$ cat src/rtl/lrg_pkg.sv
// ----------------------------------------------------------------------------
// Lehmer random generator package
// Shared widths, constants, sequencer states and control bundle.
// ----------------------------------------------------------------------------
`default_nettype none

package lrg_pkg;

  // Field widths.
  localparam int RAW_W  = 31;
  localparam int VAL_W  = 16;
  localparam int DIFF_W = VAL_W + 1;
  localparam int OPA_W  = 32;
  localparam int OPB_W  = DIFF_W;
  localparam int PROD_W = OPA_W + OPB_W;

  // Generator constants.
  localparam logic [RAW_W-1:0]        LCG_MOD    = 31'h7fffffff;
  localparam logic [RAW_W-1:0]        ZERO_SUBST = 31'd123459876;
  localparam logic signed [OPB_W-1:0] LCG_MULT   = 17'sd16807;
  localparam logic [VAL_W:0]          SIGNED_MOD = 17'd65535;
  localparam logic [VAL_W-1:0]        SIGNED_OFS = 16'd32767;
  localparam logic [PROD_W-1:0]       TRUNC_ADJ  = 49'd65535;

  // Sequencer states.
  typedef enum logic [2:0] {
    ST_IDLE,
    ST_MUL_STATE,
    ST_REDUCE,
    ST_FOLD16,
    ST_MUL_RANGE,
    ST_FINISH
  } seq_state_t;

  // Control bundle from the sequencer to the datapath.
  typedef struct packed {
    logic ready;
    logic in_load;
    logic mul_state;
    logic state_update;
    logic uval_load;
    logic mul_range;
    logic out_load;
  } ctrl_t;

endpackage

`default_nettype wire

$ cat src/rtl/lrg_req_if.sv
// ----------------------------------------------------------------------------
// Lehmer random generator request channel
// Carries the range bounds of one draw with a valid/ready handshake.
// ----------------------------------------------------------------------------
`default_nettype none

interface lrg_req_if;
  import lrg_pkg::*;

  logic             valid;
  logic             ready;
  logic [VAL_W-1:0] range_min;
  logic [VAL_W-1:0] range_max;

  modport source (output valid, output range_min, output range_max, input ready);
  modport sink (input valid, input range_min, input range_max, output ready);

endinterface

`default_nettype wire

$ cat src/rtl/lrg_res_if.sv
// ----------------------------------------------------------------------------
// Lehmer random generator result channel
// Carries the four values of one draw with a valid/ready handshake.
// ----------------------------------------------------------------------------
`default_nettype none

interface lrg_res_if;
  import lrg_pkg::*;

  logic                    valid;
  logic                    ready;
  logic [RAW_W-1:0]        raw_value;
  logic signed [VAL_W-1:0] signed_value;
  logic [VAL_W-1:0]        unsigned_value;
  logic [VAL_W-1:0]        ranged_value;

  modport source (output valid, output raw_value, output signed_value,
                  output unsigned_value, output ranged_value, input ready);
  modport sink (input valid, input raw_value, input signed_value,
                input unsigned_value, input ranged_value, output ready);

endinterface

`default_nettype wire

$ cat src/rtl/lehmer_random_generator.sv
// ----------------------------------------------------------------------------
// Lehmer random generator
// Park-Miller minimal standard generator with signed and ranged outputs.
// ----------------------------------------------------------------------------
// Each request transaction performs one draw: a zero state is replaced by
// 123459876, the state becomes 16807 * state mod (2^31 - 1), and the result
// transaction carries the new state, (state mod 65535) - 32767 as signed and
// unsigned 16-bit values, and range_min plus that unsigned value scaled by
// (range_max - range_min) / 65536, truncated toward zero, wrapped to 16 bits.
// A draw steps from the accepted request through the state multiply, the
// state reduction, the 16-bit fold and the range multiply to the result
// register, one shared multiplier used twice in sequence; no request is
// taken mid-draw. A new request is accepted in the cycle after the
// result is loaded, even while that result still waits, but that next draw
// then holds in its last step until the waiting result is taken.
// Writing seed_data with seed_we high loads the state; write it only while
// no draw is in flight.
`default_nettype none

module lehmer_random_generator (
  input  wire logic                      clk,
  input  wire logic                      rst,
  input  wire logic                      seed_we,
  input  wire logic [lrg_pkg::RAW_W-1:0] seed_data,
  lrg_req_if.sink                        req,
  lrg_res_if.source                      res
);
  import lrg_pkg::*;

  ctrl_t                    ctrl;
  logic [RAW_W-1:0]         gen_state;
  logic [VAL_W-1:0]         lo;
  logic signed [DIFF_W-1:0] range;
  logic [VAL_W-1:0]         uval;
  logic signed [OPA_W-1:0]  op_a;
  logic signed [OPB_W-1:0]  op_b;
  logic signed [PROD_W-1:0] prod;
  logic [RAW_W-1:0]         state_in;
  logic [RAW_W:0]           fold31;
  logic [RAW_W-1:0]         reduced;
  logic [VAL_W:0]           fold16;
  logic [VAL_W:0]           mod16;
  logic [PROD_W-1:0]        prod_adj;
  logic [VAL_W-1:0]         ranged;
  logic                     out_free;

  assign out_free  = !res.valid || res.ready;
  assign req.ready = ctrl.ready;

  lrg_seq u_seq (
    .clk      (clk),
    .rst      (rst),
    .in_valid (req.valid),
    .out_free (out_free),
    .ctrl     (ctrl)
  );

  // Operand selection for the shared multiplier.
  assign state_in = (gen_state == '0) ? ZERO_SUBST : gen_state;
  always_comb begin
    if (ctrl.mul_range) begin
      op_a = signed'({{(OPA_W-VAL_W){1'b0}}, uval});
      op_b = range;
    end else begin
      op_a = signed'({{(OPA_W-RAW_W){1'b0}}, state_in});
      op_b = LCG_MULT;
    end
  end

  lrg_mul u_mul (
    .clk  (clk),
    .en   (ctrl.mul_state || ctrl.mul_range),
    .op_a (op_a),
    .op_b (op_b),
    .prod (prod)
  );

  // Modulo 2^31-1: add the high part onto the low 31 bits, subtract once.
  assign fold31  = {1'b0, prod[RAW_W-1:0]}
                 + {{(2*RAW_W+1-PROD_W){1'b0}}, prod[PROD_W-1:RAW_W]};
  assign reduced = (fold31 >= {1'b0, LCG_MOD}) ? RAW_W'(fold31 - {1'b0, LCG_MOD})
                                                : fold31[RAW_W-1:0];

  // Modulo 65535: add the high half onto the low half, subtract once.
  assign fold16 = {1'b0, gen_state[VAL_W-1:0]}
                + {{(2*VAL_W+1-RAW_W){1'b0}}, gen_state[RAW_W-1:VAL_W]};
  assign mod16  = (fold16 >= SIGNED_MOD) ? (fold16 - SIGNED_MOD) : fold16;

  // Divide by 65536 truncating toward zero: bias negative products first.
  assign prod_adj = prod[PROD_W-1] ? (PROD_W'(prod) + TRUNC_ADJ) : PROD_W'(prod);
  assign ranged   = prod_adj[2*VAL_W-1:VAL_W] + lo;

  // Generator state: seed writes and draw updates.
  always_ff @(posedge clk) begin
    if (rst) begin
      gen_state <= RAW_W'(1);
    end else if (seed_we) begin
      gen_state <= seed_data;
    end else if (ctrl.state_update) begin
      gen_state <= reduced;
    end
  end

  // Request capture and intermediate value.
  always_ff @(posedge clk) begin
    if (ctrl.in_load) begin
      lo    <= req.range_min;
      range <= signed'({1'b0, req.range_max}) - signed'({1'b0, req.range_min});
    end
    if (ctrl.uval_load) begin
      uval <= mod16[VAL_W-1:0] - SIGNED_OFS;
    end
  end

  // Result register valid flag.
  always_ff @(posedge clk) begin
    if (rst) begin
      res.valid <= 1'b0;
    end else if (ctrl.out_load) begin
      res.valid <= 1'b1;
    end else if (res.ready) begin
      res.valid <= 1'b0;
    end
  end

  // Result register payload.
  always_ff @(posedge clk) begin
    if (ctrl.out_load) begin
      res.raw_value      <= gen_state;
      res.signed_value   <= signed'(uval);
      res.unsigned_value <= uval;
      res.ranged_value   <= ranged;
    end
  end

`ifndef SYNTHESIS
  // A draw never leaves the state at the modulus itself.
  a_raw_reduced: assert property (@(posedge clk) disable iff (rst)
    res.valid |-> res.raw_value != LCG_MOD)
    else $error("raw_value equals the modulus");

  // The signed value stays within -32767..32767.
  a_signed_span: assert property (@(posedge clk) disable iff (rst)
    res.valid |-> res.signed_value != 16'sh8000)
    else $error("signed_value out of range");

  // An accepted request keeps the block busy in the following cycle.
  a_busy_after_accept: assert property (@(posedge clk) disable iff (rst)
    (req.valid && req.ready) |=> !req.ready)
    else $error("request accepted while a draw is in flight");

  // A result is loaded only into a free output register.
  a_no_overwrite: assert property (@(posedge clk) disable iff (rst)
    ctrl.out_load |-> out_free)
    else $error("result register overwritten");
`endif

endmodule

`default_nettype wire

$ cat src/rtl/lrg_mul.sv
// ----------------------------------------------------------------------------
// Lehmer random generator shared multiplier
// Signed 32 x 17 multiplier with a registered product, used for both the
// state update and the range scaling.
// ----------------------------------------------------------------------------
`default_nettype none

module lrg_mul (
  input  wire logic                                 clk,
  input  wire logic                                 en,
  input  wire logic signed [lrg_pkg::OPA_W-1:0]     op_a,
  input  wire logic signed [lrg_pkg::OPB_W-1:0]     op_b,
  output logic signed [lrg_pkg::PROD_W-1:0]         prod
);
  import lrg_pkg::*;

  // Product register, loaded only when the sequencer asks for a multiply.
  always_ff @(posedge clk) begin
    if (en) begin
      prod <= PROD_W'(op_a) * PROD_W'(op_b);
    end
  end

endmodule

`default_nettype wire

$ cat src/rtl/lrg_seq.sv
// ----------------------------------------------------------------------------
// Lehmer random generator sequencer
// Steps one draw through multiply, reduction, fold, range multiply and
// result hand-off.
// ----------------------------------------------------------------------------
`default_nettype none

module lrg_seq (
  input  wire logic       clk,
  input  wire logic       rst,
  input  wire logic       in_valid,
  input  wire logic       out_free,
  output lrg_pkg::ctrl_t  ctrl
);
  import lrg_pkg::*;

  seq_state_t state;
  seq_state_t state_next;

  // State register.
  always_ff @(posedge clk) begin
    if (rst) begin
      state <= ST_IDLE;
    end else begin
      state <= state_next;
    end
  end

  // Next-state logic.
  always_comb begin
    state_next = state;
    case (state)
      ST_IDLE: begin
        if (in_valid) state_next = ST_MUL_STATE;
      end
      ST_MUL_STATE: state_next = ST_REDUCE;
      ST_REDUCE:    state_next = ST_FOLD16;
      ST_FOLD16:    state_next = ST_MUL_RANGE;
      ST_MUL_RANGE: state_next = ST_FINISH;
      ST_FINISH: begin
        if (out_free) state_next = ST_IDLE;
      end
      default:      state_next = ST_IDLE;
    endcase
  end

  // Control outputs.
  always_comb begin
    ctrl = '0;
    case (state)
      ST_IDLE: begin
        ctrl.ready   = 1'b1;
        ctrl.in_load = in_valid;
      end
      ST_MUL_STATE: ctrl.mul_state    = 1'b1;
      ST_REDUCE:    ctrl.state_update = 1'b1;
      ST_FOLD16:    ctrl.uval_load    = 1'b1;
      ST_MUL_RANGE: ctrl.mul_range    = 1'b1;
      ST_FINISH:    ctrl.out_load     = out_free;
      default:      ctrl = '0;
    endcase
  end

endmodule

`default_nettype wire
$ cat src/flat_wrapper.sv
// flat-port wrapper written by rule: the top's interface ports become plain ports
module lehmer_random_generator_flat import lrg_pkg::*;
  (clk, rst, seed_we, seed_data, req_valid, req_range_min, req_range_max, req_ready, res_valid, res_raw_value, res_signed_value, res_unsigned_value, res_ranged_value, res_ready);
  lrg_req_if req_i ();
  lrg_res_if res_i ();
  input  wire logic clk;
  input  wire logic rst;
  input  wire logic seed_we;
  input  wire logic [lrg_pkg::RAW_W-1:0] seed_data;
  input wire logic [$bits(req_i.valid)-1:0] req_valid;
  input wire logic [$bits(req_i.range_min)-1:0] req_range_min;
  input wire logic [$bits(req_i.range_max)-1:0] req_range_max;
  output wire logic [$bits(req_i.ready)-1:0] req_ready;
  output wire logic [$bits(res_i.valid)-1:0] res_valid;
  output wire logic [$bits(res_i.raw_value)-1:0] res_raw_value;
  output wire logic [$bits(res_i.signed_value)-1:0] res_signed_value;
  output wire logic [$bits(res_i.unsigned_value)-1:0] res_unsigned_value;
  output wire logic [$bits(res_i.ranged_value)-1:0] res_ranged_value;
  input wire logic [$bits(res_i.ready)-1:0] res_ready;
  assign req_i.valid = req_valid;
  assign req_i.range_min = req_range_min;
  assign req_i.range_max = req_range_max;
  assign req_ready = req_i.ready;
  assign res_valid = res_i.valid;
  assign res_raw_value = res_i.raw_value;
  assign res_signed_value = res_i.signed_value;
  assign res_unsigned_value = res_i.unsigned_value;
  assign res_ranged_value = res_i.ranged_value;
  assign res_i.ready = res_ready;
  lehmer_random_generator u_core (.clk(clk), .rst(rst), .seed_we(seed_we), .seed_data(seed_data), .req(req_i), .res(res_i));
endmodule
$ cat config.mk
export PLATFORM = sky130hd
export DESIGN_NAME = lehmer_random_generator_flat
export DESIGN_NICKNAME = d
export VERILOG_FILES = /design/src/rtl/lrg_pkg.sv /design/src/rtl/lrg_req_if.sv /design/src/rtl/lrg_res_if.sv /design/src/rtl/lehmer_random_generator.sv /design/src/rtl/lrg_mul.sv /design/src/rtl/lrg_seq.sv /design/src/flat_wrapper.sv
export SDC_FILE = /design/constraint.sdc
export NUM_CORES = 1
export LEC_CHECK = 0
export ABC_AREA = 1
export BUFFER_PORTS_ARGS = -buffer_cell sky130_fd_sc_hd__buf_2
export CORE_ASPECT_RATIO = 1.5
export CORE_MARGIN = 4
export CORE_UTILIZATION = 45
export DETAILED_ROUTE_END_ITERATION = 10
export PLACE_DENSITY_LB_ADDON = 0.05
export SKIP_LAST_GASP = 1
export SLEW_MARGIN = 20
export SYNTH_ARGS = -nofsm -noshare
export SYNTH_HDL_FRONTEND = slang
export SYNTH_HIERARCHICAL = 1
export SYNTH_SLANG_ARGS = --single-unit
$ cat constraint.sdc
create_clock -name clk -period 12.9 [get_ports clk]
set_clock_uncertainty 0.05 [all_clocks]
set_input_delay 1.29 -clock clk [delete_from_list [all_inputs] [get_ports clk]]
set_output_delay 1.29 -clock clk [all_outputs]
set_load 0.01 [all_outputs]
==> flow_summary_export.csv, run 1 <==
group,metric,value,unit
sta,tns,0,ns
drt,routed-via-count,28100,
synth,synth.mux.area_fraction,0,%
synth,synth.distinct_cells,52,
hold_path,worst_hold_path_type,"flop to flop",
synth,synth_sequential_area_ratio,16.3,%
clock_network,cts_setup_buffers,0,
clock_network,cts-root-buf,"sky130_fd_sc_hd__clkbuf_16",
cells_and_area,commonest_non_fill_non_tap_cell_in_the_layout,"sky130_fd_sc_hd__nand2_1",
clock_network,number_of_cts_inserted_buffers,17,
synth,syn_inst,4541,
sta,max_clock_freq,0.126,GHz
synth,synth_adder_area_share,37.6,%
hold_path,hp-start,"u_core/res.valid$_SDFFE_PP0P_",
place,postPlaceCellArea,0.0357,mm2
cells_and_area,utilization,48.4,%
cells_and_area,final_area,0.0363,mm2
drt,wl_per_cell,20.3,um
drt,wirelength,114,mm
sta,worst_slew_margin_rel,32.7,%
clock_network,tritoncts,"built",
drt,vias_per_cell,5.02,
floorplanning,placeableCoreArea,0.0749,mm2
critical_path,path_type_of_the_worst_setup_path,"flop to flop",
cells_and_area,final_cells,5610,
clock_network,cts_htree_levels,4,
place,place.gp.congestion,0.955,
floorplanning,starting_density,45.4,%
cells_and_area,n_antenna_cell,0,
global_routing,grt-ovfl-total,0,
synth,yosys_warnings,6,
synth,number_of_synthesized_register_bits,196,
outcome,status,"finished clean",
global_routing,first_global_vias,29500,
synth,synth_top_family_by_area,"adder cells",
job,timing.max_cap.violations,0,
pwr,power-per-cell-area,238,mW/mm2
sta,drv_slew,0,
drt,drt_pre_antenna_iters,5,
critical_path,critPathCaptureType,"flop",
synth,syn-cell-area,0.0340,mm2
sta,grt_setup_unrepaired,"false",
critical_path,worst-r2r-cell-count,29,
cells_and_area,drive_above_1_share,8.35,%
synth,post_synth_edffs,161,
clock_network,maximum_root_to_sink_buffer_count,2,
pwr,post-layout-total-power,0.00862,W
critical_path,worst_ep_arrival_time,8.12,ns
critical_path,startpoint_type,"flop",
critical_path,timing.critical_path.required,13.06,ns
place,dpl.hpwl,94.5,mm
hold_path,hold-path-cell-count,2,
critical_path,cpMaxStageDelayCell,"sky130_fd_sc_hd__fa_1",
clock_network,insertion_delay,0.47,ns
clock_network,cts_hold_buffers_added,0,
drt,route.antenna.remaining_nets,0,
critical_path,reg2reg_from,"u_core/u_seq/state[0]$_SDFFE_PP0P_",
floorplanning,core.rowCount,123,
cells_and_area,area.growth.synth_to_final,6.60,%
pwr,leakage,20.4,nW
cells_and_area,layout.nets,5372,
cells_and_area,final.fill_count,7751,
global_routing,pin_count_of_the_biggest_net_entering_global_routing,65,
critical_path,critical_path.most_common_cell,"sky130_fd_sc_hd__inv_1",
synth,synth_fp_nets,5316,
drt,drt_iter0_markers,1553,
floorplanning,chipWidth,232,um
floorplanning,die_area,0.0801,mm2
sta,hold_violations,0,
pwr,max-vdd-ir-drop,0.000132,V
critical_path,crit_path_max_incr_delay,0.55,ns
place,number_of_placed_instances_with_taps_included,5577,
sta,worst-slew-pin-transition,1.01,ns
sta,final_setup_viols,0,
sta,layout_worst_path_cycle_share,61.8,%
clock_network,clkTransAtPathRegs,0.09,ns
global_routing,gr-usage-all-layers,28.8,%
floorplanning,floorplan.io_pins,149,
synth,mapped_avg_cell_area,7.49,um2
synth,dominantRegCellSynth,"sky130_fd_sc_hd__edfxtp_1",
global_routing,number_of_antenna_violations_at_the_first_check_in_global_routing,0,
sta,layout_min_cycle_time,7.97,ns
critical_path,largest_fanout_of_any_net_on_the_critical_path,47,
clock_network,cts_resized,0,
global_routing,global_route_wire_length_before_repair,173,mm
place,count_of_input_and_output_buffers,148,
hold_path,worstHoldEndpoint,"u_core/res.valid$_SDFFE_PP0P_",
synth,synth_async_sr_flop_share,0,%
drt,route.detailed.drc,0,
synth,synth_xor_xnor_area_share,2.94,%
critical_path,regToRegEndpoint,"u_core/u_mul/prod[19]$_DFFE_PP_",
synth,synth_simple_gate_area_share,23.9,%
cells_and_area,commonest_cells_after_routing_fill_and_taps_aside,"sky130_fd_sc_hd__nand2_1, sky130_fd_sc_hd__inv_1, sky130_fd_sc_hd__fa_1",
synth,post_synthesis_compound_gate_area_fraction,3.87,%
floorplanning,die-height,345,um
clock_network,numClockSinks,196,
critical_path,reg2reg_setup_slack,4.93,ns
state kept, by name (all words and copies together) (netlist names):
register / count
u_core/u_mul/prod: 49
u_core/res.valid: 1
u_core/res.raw_value: 31
u_core/range: 17
u_core/res.unsigned_value: 16
u_core/u_seq/state: 3
u_core/res.ranged_value: 16
u_core/uval: 16
u_core/gen_state: 31
u_core/lo: 16
per-layer routing:
| layer | wire length, um | vias to the layer above | track usage [%] | share of wire, % |
|---|---|---|---|---|
| met5 | 0 | - | 0 | 0 |
| met3 | 4240 | 309 | 2.27 | 3.7 |
| met1 | 40900 | 13600 | 31.4 | 36 |
| met2 | 60500 | 823 | 54.0 | 53 |
| li1 | - | 13400 | - | - |
| met4 | 8210 | 0 | 17.5 | 7.2 |
kinds of logic (layout without fill, tap and decap cells):
kind of cell / count (synthesis) / after routing
DFF: 196 / 196
AOI/OAI and AO/OA: 230 / 230
buffers and inverters: 1366 / 1435
and+or+nand+nor: 1931 / 1931
xor gates and xnor gates: 110 / 110
adders and majority gates: 707 / 707
other: 1 / 1
power breakdown:
group,internal [W],switching (W)
sequential,0.000998,0.000146
clock,0.000263,0.000288
combinational,0.00219,0.00474
total,0.00345,0.00517
cell usage after synthesis, drive strengths merged (7+ instances only):
master | n | share of area (%)
or2 | 12 | 0.22
o21ai | 46 | 0.72
xnor2 | 24 | 0.62
nand2 | 1370 | 15
nor2 | 274 | 3.4
xor2 | 86 | 2.3
edfxtp | 161 | 14
dfxtp | 35 | 2.1
inv | 1209 | 13
o21bai | 9 | 0.20
a21oi | 126 | 1.9
nor3 | 36 | 0.74
ha | 182 | 6.7
fa | 525 | 31
a31oi | 11 | 0.20
nand3 | 177 | 2.9
a22oi | 24 | 0.53
clkbuf | 130 | 1.4
buf | 26 | 0.62
nand4 | 44 | 0.81
nor4 | 7 | 0.13
per-stage QoR:
step / hold slack [ns] / setup WS, ns
after floorplan: 0.377 / 6.34
after global placement: 0.423 / 4.96
after detailed placement: 0.431 / 4.98
after CTS: 0.442 / 4.96
after global routing: 0.471 / 4.60
final: 0.440 / 4.93
how the worst max path moves through the flow:
stage	from	end	slack, ns	cells after the start
floorplan	u_core/u_seq/state[0]$_SDFFE_PP0P_	u_core/u_mul/prod[22]$_DFFE_PP_	6.34	29
finish	u_core/u_seq/state[0]$_SDFFE_PP0P_	u_core/u_mul/prod[19]$_DFFE_PP_	4.93	29
global route	u_core/u_seq/state[0]$_SDFFE_PP0P_	u_core/u_mul/prod[19]$_DFFE_PP_	4.60	29
CTS	u_core/u_seq/state[0]$_SDFFE_PP0P_	u_core/u_mul/prod[19]$_DFFE_PP_	4.96	29
global placement	u_core/u_seq/state[0]$_SDFFE_PP0P_	u_core/u_mul/prod[19]$_DFFE_PP_	4.96	29
detailed placement	u_core/u_seq/state[0]$_SDFFE_PP0P_	u_core/u_mul/prod[19]$_DFFE_PP_	4.98	29
final cells by class:
class / instances / area [um2] / area share, %
flip-flops and latches: 196 / 5540 / 15.3
well taps: 1000 / 1250 / 3.45
clock buffers: 18 / 439 / 1.21
clock inverters: 14 / 140 / 0.386
inverters: 1210 / 4540 / 12.5
multi-input cells: 2979 / 23300 / 64.1
repair buffers: 193 / 1090 / 3.01
worst max-delay path: cells and delay by family, from the launching register on:
family / cells / cell delay (ns)
and+or+nand+nor: 11 / 1.99
DFF: 1 / 0.36
buffers and inverters: 10 / 1.28
xor gates and xnor gates: 1 / 0.49
adders and majority gates: 7 / 3.48
No activity file was read; power rests on OpenSTA's default activity.
==> run 2, diff against run 1 <==
==> constraint.sdc (replaced) <==
create_clock -name clk -period 7.6 [get_ports clk]
set_clock_uncertainty 0.05 [all_clocks]
set_input_delay 0.76 -clock clk [delete_from_list [all_inputs] [get_ports clk]]
set_output_delay 0.76 -clock clk [all_outputs]
set_load 0.01 [all_outputs]
==> run 2 against run 1 <==
Compared with the run above: first-iteration DRC count shrank 0.19%; register-to-register slack got worse by 4.5 ns; critical path depth increased by 3; global-route usage is 0.83 points higher; wire length increased by 3.1%; maximum frequency increased by 12%; sequential cell count did not move; combinational power increased by 86%; power increased by 83%; final area grew 3.5%; final cell count rose by 2.3%; count of clock-buffer cells in the layout increased by 2; highest routed layer unchanged.
==> flow_summary_export.csv, run 2 (synthesis results as in run 1) <==
group,metric,value,unit
pwr,power-per-cell-area,421,mW/mm2
place,pre_cts_ws,0.496,ns
place,count_of_input_and_output_buffers,148,
critical_path,reg2reg_from,"u_core/u_seq/state[0]$_SDFFE_PP0P_",
critical_path,reg2reg_setup_slack,0.48,ns
critical_path,critPathCaptureType,"flop",
drt,wl_per_cell,20.5,um
floorplanning,placeableCoreArea,0.0749,mm2
drt,routed-via-count,28600,
pwr,power_frac_clock,5.9,%
cells_and_area,drive_above_1_share,10.6,%
sta,tns,0,ns
cells_and_area,final.fill_count,7667,
critical_path,regToRegEndpoint,"u_core/u_mul/prod[21]$_DFFE_PP_",
floorplanning,die_area,0.0801,mm2
pwr,leakage,21.1,nW
cells_and_area,register_cell_area_after_layout,0.00554,mm2
place,place.gp.congestion,0.956,
cells_and_area,commonest_non_fill_non_tap_cell_in_the_layout,"sky130_fd_sc_hd__nand2_1",
cells_and_area,multi_input_area,0.0233,mm2
clock_network,maximum_root_to_sink_buffer_count,2,
sta,worst_slew_margin_rel,28.4,%
hold_path,worstHoldEndpoint,"u_core/lo[0]$_DFFE_PP_",
drt,route.detailed.drc,0,
cells_and_area,commonest_cells_after_routing_fill_and_taps_aside,"sky130_fd_sc_hd__nand2_1, sky130_fd_sc_hd__inv_1, sky130_fd_sc_hd__fa_1",
drt,drt_iter0_markers,1550,
place,postPlaceCellArea,0.0370,mm2
critical_path,startpoint_type,"flop",
global_routing,number_of_antenna_violations_at_the_first_check_in_global_routing,0,
drt,wirelength,117,mm
hold_path,hold-path-cell-count,1,
floorplanning,chipWidth,232,um
sta,hold_violations,0,
pwr,intPower,0.00694,W
critical_path,largest_fanout_of_any_net_on_the_critical_path,46,
sta,layout_worst_path_cycle_share,93.7,%
global_routing,grt-ovfl-total,0,
sta,layout_min_cycle_time,7.12,ns
floorplanning,die-height,345,um
clock_network,cts_hold_buffers_added,0,
clock_network,tritoncts,"built",
sta,max_clock_freq,0.140,GHz
pwr,max-vdd-ir-drop,0.000275,V
pwr,comb_power_share,81.9,%
critical_path,critical_path.most_common_cell,"sky130_fd_sc_hd__nand2_1",
critical_path,cpMaxStageDelayCell,"sky130_fd_sc_hd__o21ai_1",
critical_path,worst_ep_arrival_time,7.29,ns
sta,timing.final.ws_setup,0.476,ns
global_routing,global_route_wire_length_before_repair,177,mm
cells_and_area,leading_registers_by_flop_count,"u_core/u_mul/prod (49), u_core/gen_state (31), u_core/res.raw_value (31)",
hold_path,worst_hold_path_type,"input port to flop",
cells_and_area,area.growth.synth_to_final,10.3,%
critical_path,timing.critical_path.required,7.77,ns
drt,vias_per_cell,4.99,
clock_network,cts-root-buf,"sky130_fd_sc_hd__clkbuf_16",
critical_path,crit_path_max_incr_delay,0.58,ns
cells_and_area,largest_reg_flops,49,
clock_network,cts_setup_buffers,0,
clock_network,cts_htree_levels,4,
pwr,power.net_switching,0.00887,W
hold_path,hp-start,"req_range_min[0]",
place,dpl.hpwl,97.4,mm
sta,drv_slew,0,
clock_network,numClockSinks,196,
global_routing,gr-usage-all-layers,29.6,%
global_routing,pin_count_of_the_biggest_net_entering_global_routing,65,
floorplanning,floorplan.io_pins,149,
job,timing.max_cap.violations,0,
drt,drt_pre_antenna_iters,6,
drt,route.antenna.remaining_nets,0,
clock_network,insertion_delay,0.47,ns
clock_network,clkTransAtPathRegs,0.08,ns
floorplanning,starting_density,45.4,%
cells_and_area,registers.top_by_ff_count,"u_core/u_mul/prod",
global_routing,first_global_vias,29900,
cells_and_area,final_area,0.0375,mm2
outcome,status,"finished clean",
floorplanning,core.rowCount,123,
sta,worst-slew-pin-transition,1.07,ns
pwr,p_seq_share,12.3,%
clock_network,number_of_cts_inserted_buffers,17,
clock_network,cts_resized,0,
critical_path,path_type_of_the_worst_setup_path,"flop to flop",
sta,grt_setup_unrepaired,"false",
cells_and_area,n_antenna_cell,0,
pwr,switching_share,56.1,%
sta,final_setup_viols,0,
cells_and_area,layout.nets,5500,
critical_path,worst-r2r-cell-count,32,
run 2: cell types whose count changed in the layout (fill, tap and decap cells not counted):
cell / delta
sky130_fd_sc_hd__buf_4: +102
sky130_fd_sc_hd__buf_12: +26
sky130_fd_sc_hd__inv_1: +7
sky130_fd_sc_hd__inv_2: -5
sky130_fd_sc_hd__inv_8: -3
sky130_fd_sc_hd__clkbuf_1: +2
sky130_fd_sc_hd__clkinv_1: -2
sky130_fd_sc_hd__bufinv_16: +1
sky130_fd_sc_hd__clkinv_8: -1
sky130_fd_sc_hd__inv_4: -1
sky130_fd_sc_hd__inv_6: +1
sky130_fd_sc_hd__o21ai_1: +1
sky130_fd_sc_hd__o21ai_2: -1
run 2: routing by layer:
layer | track usage (%) | part of all wire, % | wire length, um | up-vias
li1 | - | - | - | 13600
met2 | 55.5 | 53 | 61800 | 843
met4 | 18.9 | 7.8 | 9160 | 0
met1 | 31.9 | 36 | 41900 | 13900
met3 | 2.48 | 3.9 | 4580 | 298
met5 | 0 | 0 | 0 | -
run 2: area by class of cell:
type | instances | area share [%]
clock buffer | 20 | 1.19
clock inverter | 11 | 0.327
inverter | 1210 | 12.1
multi-input combinational | 2979 | 62.0
sequential | 196 | 14.7
tap | 1000 | 3.33
timing repair buffer | 321 | 6.33
run 2: per-stage QoR:
step / util, % / total power (W) / instances / hold WS, ns
final: 50.1 / 0.0158 / 5737 / 0.442
after global routing: 50.1 / 0.0174 / 5737 / 0.427
after CTS: 50.1 / 0.0159 / 5737 / 0.411
after detailed placement: 49.3 / 0.0149 / 5706 / 0.437
after global placement: 49.3 / 0.0149 / 5705 / 0.434
after floorplan: - / 0.00973 / 4541 / 0.377
run 2: power by group through the flow:
| stage | logic [W] | registers, W | clock network [W] |
|---|---|---|---|
| 4_1_cts | 0.0130 | 0.00194 | 0.000955 |
| 3_3_place_gp | 0.0129 | 0.00197 | 0 |
| 2_1_floorplan | 0.00793 | 0.00180 | 0 |
| 5_1_grt | 0.0144 | 0.00195 | 0.000992 |
| 6_report | 0.0129 | 0.00194 | 0.000928 |
| 3_5_place_dp | 0.0129 | 0.00197 | 0 |
run 2: worst max-delay path: cells and delay by family (launching register included):
| family | cells | cell delay [ns] |
|---|---|---|
| adder cells (fa/ha/maj) | 7 | 3.10 |
| AND/OR/NAND/NOR | 14 | 1.44 |
| buffers and inverters | 10 | 1.31 |
| AO/OA/AOI/OAI | 1 | 0.58 |
| flip-flops | 1 | 0.37 |
run 2: worst max-delay path by stage:
stage,slack (ns),to,depth (start not counted),start
detailed placement,0.50,u_core/u_mul/prod[23]$_DFFE_PP_,32,u_core/u_seq/state[0]$_SDFFE_PP0P_
floorplan,1.04,u_core/u_mul/prod[34]$_DFFE_PP_,29,u_core/u_seq/state[0]$_SDFFE_PP0P_
global route,0.06,u_core/u_mul/prod[21]$_DFFE_PP_,32,u_core/u_seq/state[0]$_SDFFE_PP0P_
global placement,0.55,u_core/u_mul/prod[48]$_DFFE_PP_,27,u_core/gen_state[17]$_SDFFE_PP0P_
finish,0.48,u_core/u_mul/prod[21]$_DFFE_PP_,32,u_core/u_seq/state[0]$_SDFFE_PP0P_
CTS,0.48,u_core/u_mul/prod[23]$_DFFE_PP_,32,u_core/u_seq/state[0]$_SDFFE_PP0P_
==> run 3, diff against run 2 <==
--- a/config.mk
+++ b/config.mk
@@ -11,7 +11,7 @@
 export CORE_MARGIN = 4
 export CORE_UTILIZATION = 45
 export DETAILED_ROUTE_END_ITERATION = 10
-export PLACE_DENSITY_LB_ADDON = 0.05
+export PLACE_DENSITY = 0.7
 export SKIP_LAST_GASP = 1
 export SLEW_MARGIN = 20
 export SYNTH_ARGS = -nofsm -noshare
==> run 3 against run 2 <==
Compared with the run above: sequential share of layout area is 0.28 points higher; register-to-register slack worse by 0.07 ns; non-clock buffer count is 75 lower; utilization is 0.92 points lower; largest power group unchanged.
==> flow_summary_export.csv, run 3 (synthesis results as in run 1) <==
group,metric,value,unit
outcome,status,"finished clean",
place,pre_cts_ws,0.260,ns
clock_network,cts-root-buf,"sky130_fd_sc_hd__clkbuf_16",
sta,timing.final.ws_setup,0.411,ns
sta,layout_worst_path_cycle_share,94.6,%
sta,final_setup_viols,0,
critical_path,path_type_of_the_worst_setup_path,"flop to flop",
clock_network,insertion_delay,0.47,ns
floorplanning,starting_density,45.4,%
drt,route.detailed.drc,0,
sta,worst_hold_slack,0.447,ns
global_routing,first_global_vias,30000,
sta,worst-slew-pin-transition,1.14,ns
drt,routedLengthMet1,35.4,mm
clock_network,clkTransAtPathRegs,0.09,ns
pwr,max-vdd-ir-drop,0.000312,V
global_routing,global_route_wire_length_before_repair,164,mm
pwr,power-per-cell-area,401,mW/mm2
cells_and_area,commonest_cells_after_routing_fill_and_taps_aside,"sky130_fd_sc_hd__nand2_1, sky130_fd_sc_hd__inv_1, sky130_fd_sc_hd__fa_1",
sta,max_clock_freq,0.139,GHz
critical_path,startpoint_type,"flop",
critical_path,reg2reg_setup_slack,0.41,ns
sta,hold_violations,0,
clock_network,maximum_root_to_sink_buffer_count,2,
floorplanning,die_area,0.0801,mm2
drt,route.antenna.remaining_nets,0,
clock_network,cts_hold_buffers_added,0,
drt,wirelength,106,mm
drt,dr_wl_met3,5.67,mm
floorplanning,floorplan.io_pins,149,
clock_network,tritoncts,"built",
drt,drt_iter0_markers,1820,
cells_and_area,commonest_non_fill_non_tap_cell_in_the_layout,"sky130_fd_sc_hd__nand2_1",
drt,wl_per_cell,18.7,um
job,timing.max_cap.violations,0,
sta,tns,0,ns
sta,drv_slew,0,
sta,worst_slew_margin_rel,23.5,%
critical_path,critPathCaptureType,"flop",
sta,layout_min_cycle_time,7.19,ns
drt,routed-via-count,29000,
cells_and_area,drive_above_1_share,9.29,%
critical_path,worst_ep_arrival_time,7.38,ns
global_routing,number_of_antenna_violations_at_the_first_check_in_global_routing,0,
place,place.gp.congestion,1.01,
clock_network,cts_htree_levels,4,
cells_and_area,area.growth.synth_to_final,8.30,%
floorplanning,chipWidth,232,um
cells_and_area,registers.top_by_ff_count,"u_core/u_mul/prod",
critical_path,timing.critical_path.required,7.79,ns
place,count_of_input_and_output_buffers,148,
drt,top_layer_used,"met4",
clock_network,number_of_cts_inserted_buffers,17,
hold_path,worst_hold_path_type,"input port to flop",
critical_path,crit_path_max_incr_delay,0.60,ns
cells_and_area,n_antenna_cell,0,
cells_and_area,largest_reg_flops,49,
floorplanning,placeableCoreArea,0.0749,mm2
global_routing,pin_count_of_the_biggest_net_entering_global_routing,65,
critical_path,largest_fanout_of_any_net_on_the_critical_path,24,
cells_and_area,final.fill_count,7342,
critical_path,timing.critical_path.cells,"nor2_1, nand2_1, inv_1, inv_1, or2_2, nand2_1, fa_1, fa_1, fa_1, fa_1, inv_1, fa_1, inv_1, fa_1, inv_1, ha_1, nand2_1, nor2_2, nand2_1, o211ai_2, xor2_1",
floorplanning,die-height,345,um
clock_network,numClockSinks,196,
drt,met2RoutedLength,54.2,mm
global_routing,grt-ovfl-total,0,
place,dpl.hpwl,89.1,mm
critical_path,cpMaxStageDelayCell,"sky130_fd_sc_hd__or2_2",
global_routing,gr-usage-all-layers,26.7,%
drt,vias_per_cell,5.12,
sta,grt_setup_unrepaired,"false",
pwr,leakage,20.7,nW
drt,drt_pre_antenna_iters,6,
critical_path,critical_path.most_common_cell,"sky130_fd_sc_hd__fa_1",
cells_and_area,layout.nets,5425,
cells_and_area,leading_registers_by_flop_count,"u_core/u_mul/prod (49), u_core/gen_state (31), u_core/res.raw_value (31)",
floorplanning,core.rowCount,123,
## run 3: cell types whose count changed in the layout (fill, tap and decap cells not counted), moves of 2 or more
| cell | previous run | this run |
|---|---|---|
| sky130_fd_sc_hd__buf_4 | 146 | 88 |
| sky130_fd_sc_hd__buf_12 | 27 | 10 |
| sky130_fd_sc_hd__inv_12 | 0 | 4 |
| sky130_fd_sc_hd__clkbuf_1 | 2 | 0 |
| sky130_fd_sc_hd__inv_6 | 3 | 1 |
| sky130_fd_sc_hd__clkinv_8 | 1 | 5 |
## run 3: path summary, 6_finish.rpt
path	start	to	cells past startpoint
min reg2reg	u_core/res.valid$_SDFFE_PP0P_	u_core/res.valid$_SDFFE_PP0P_	2
min	req_range_min[5]	u_core/lo[5]$_DFFE_PP_	1
max	u_core/u_seq/state[0]$_SDFFE_PP0P_	u_core/u_mul/prod[13]$_DFFE_PP_	21
max reg2reg	u_core/u_seq/state[0]$_SDFFE_PP0P_	u_core/u_mul/prod[13]$_DFFE_PP_	21
## run 3: metal layers
metal | track usage [%] | vias to the layer above
met1 | 27.3 | 14000
met5 | 0 | -
met4 | 21.2 | 0
met3 | 2.92 | 416
li1 | - | 13500
met2 | 49.1 | 1124
## run 3: report_power, final
part	internal, W	switching [W]	leakage (nW)
combinational	0.00402	0.00783	18.6
sequential	0.00170	0.000235	1.78
clock	0.000477	0.000519	0.310
total	0.00620	0.00859	20.7
## run 3: area by class of cell
type,instances,area (um2),area share [%]
Clock buffer,18,450,1.22
Clock inverter,14,195,0.530
Inverter,1210,4540,12.3
Multi-Input combinational cell,2979,23300,63.1
Sequential cell,196,5540,15.0
Tap cell,1000,1250,3.40
Timing Repair Buffer,246,1600,4.35
## run 3: stage by stage
stage / area, um2 / std cells / total power [W] / util (%)
3_5_place_dp: 36200 / 5631 / 0.0137 / 48.3
4_1_cts: 36800 / 5663 / 0.0148 / 49.1
6_report: 36800 / 5663 / 0.0148 / 49.1
3_3_place_gp: 36200 / 5631 / 0.0136 / 48.3
5_1_grt: 36800 / 5663 / 0.0162 / 49.1
2_1_floorplan: 34000 / 4541 / 0.00973 / -
## run 3: critical path, delay by kind of cell, from the launching register on
kind	cells	cell delay (ns)
adders and majority gates	7	3.55
and+or+nand+nor	7	1.45
buffers and inverters	5	0.75
DFF	1	0.44
xor gates and xnor gates	1	0.39
AOI/OAI and AO/OA	1	0.32
## run 3: repair_timing
action | 4_1_cts | 5_1_grt
setup buffers | 0 | 0
gates resized for setup | 0 | 1
endpoints found under the setup margin | 0 | 6
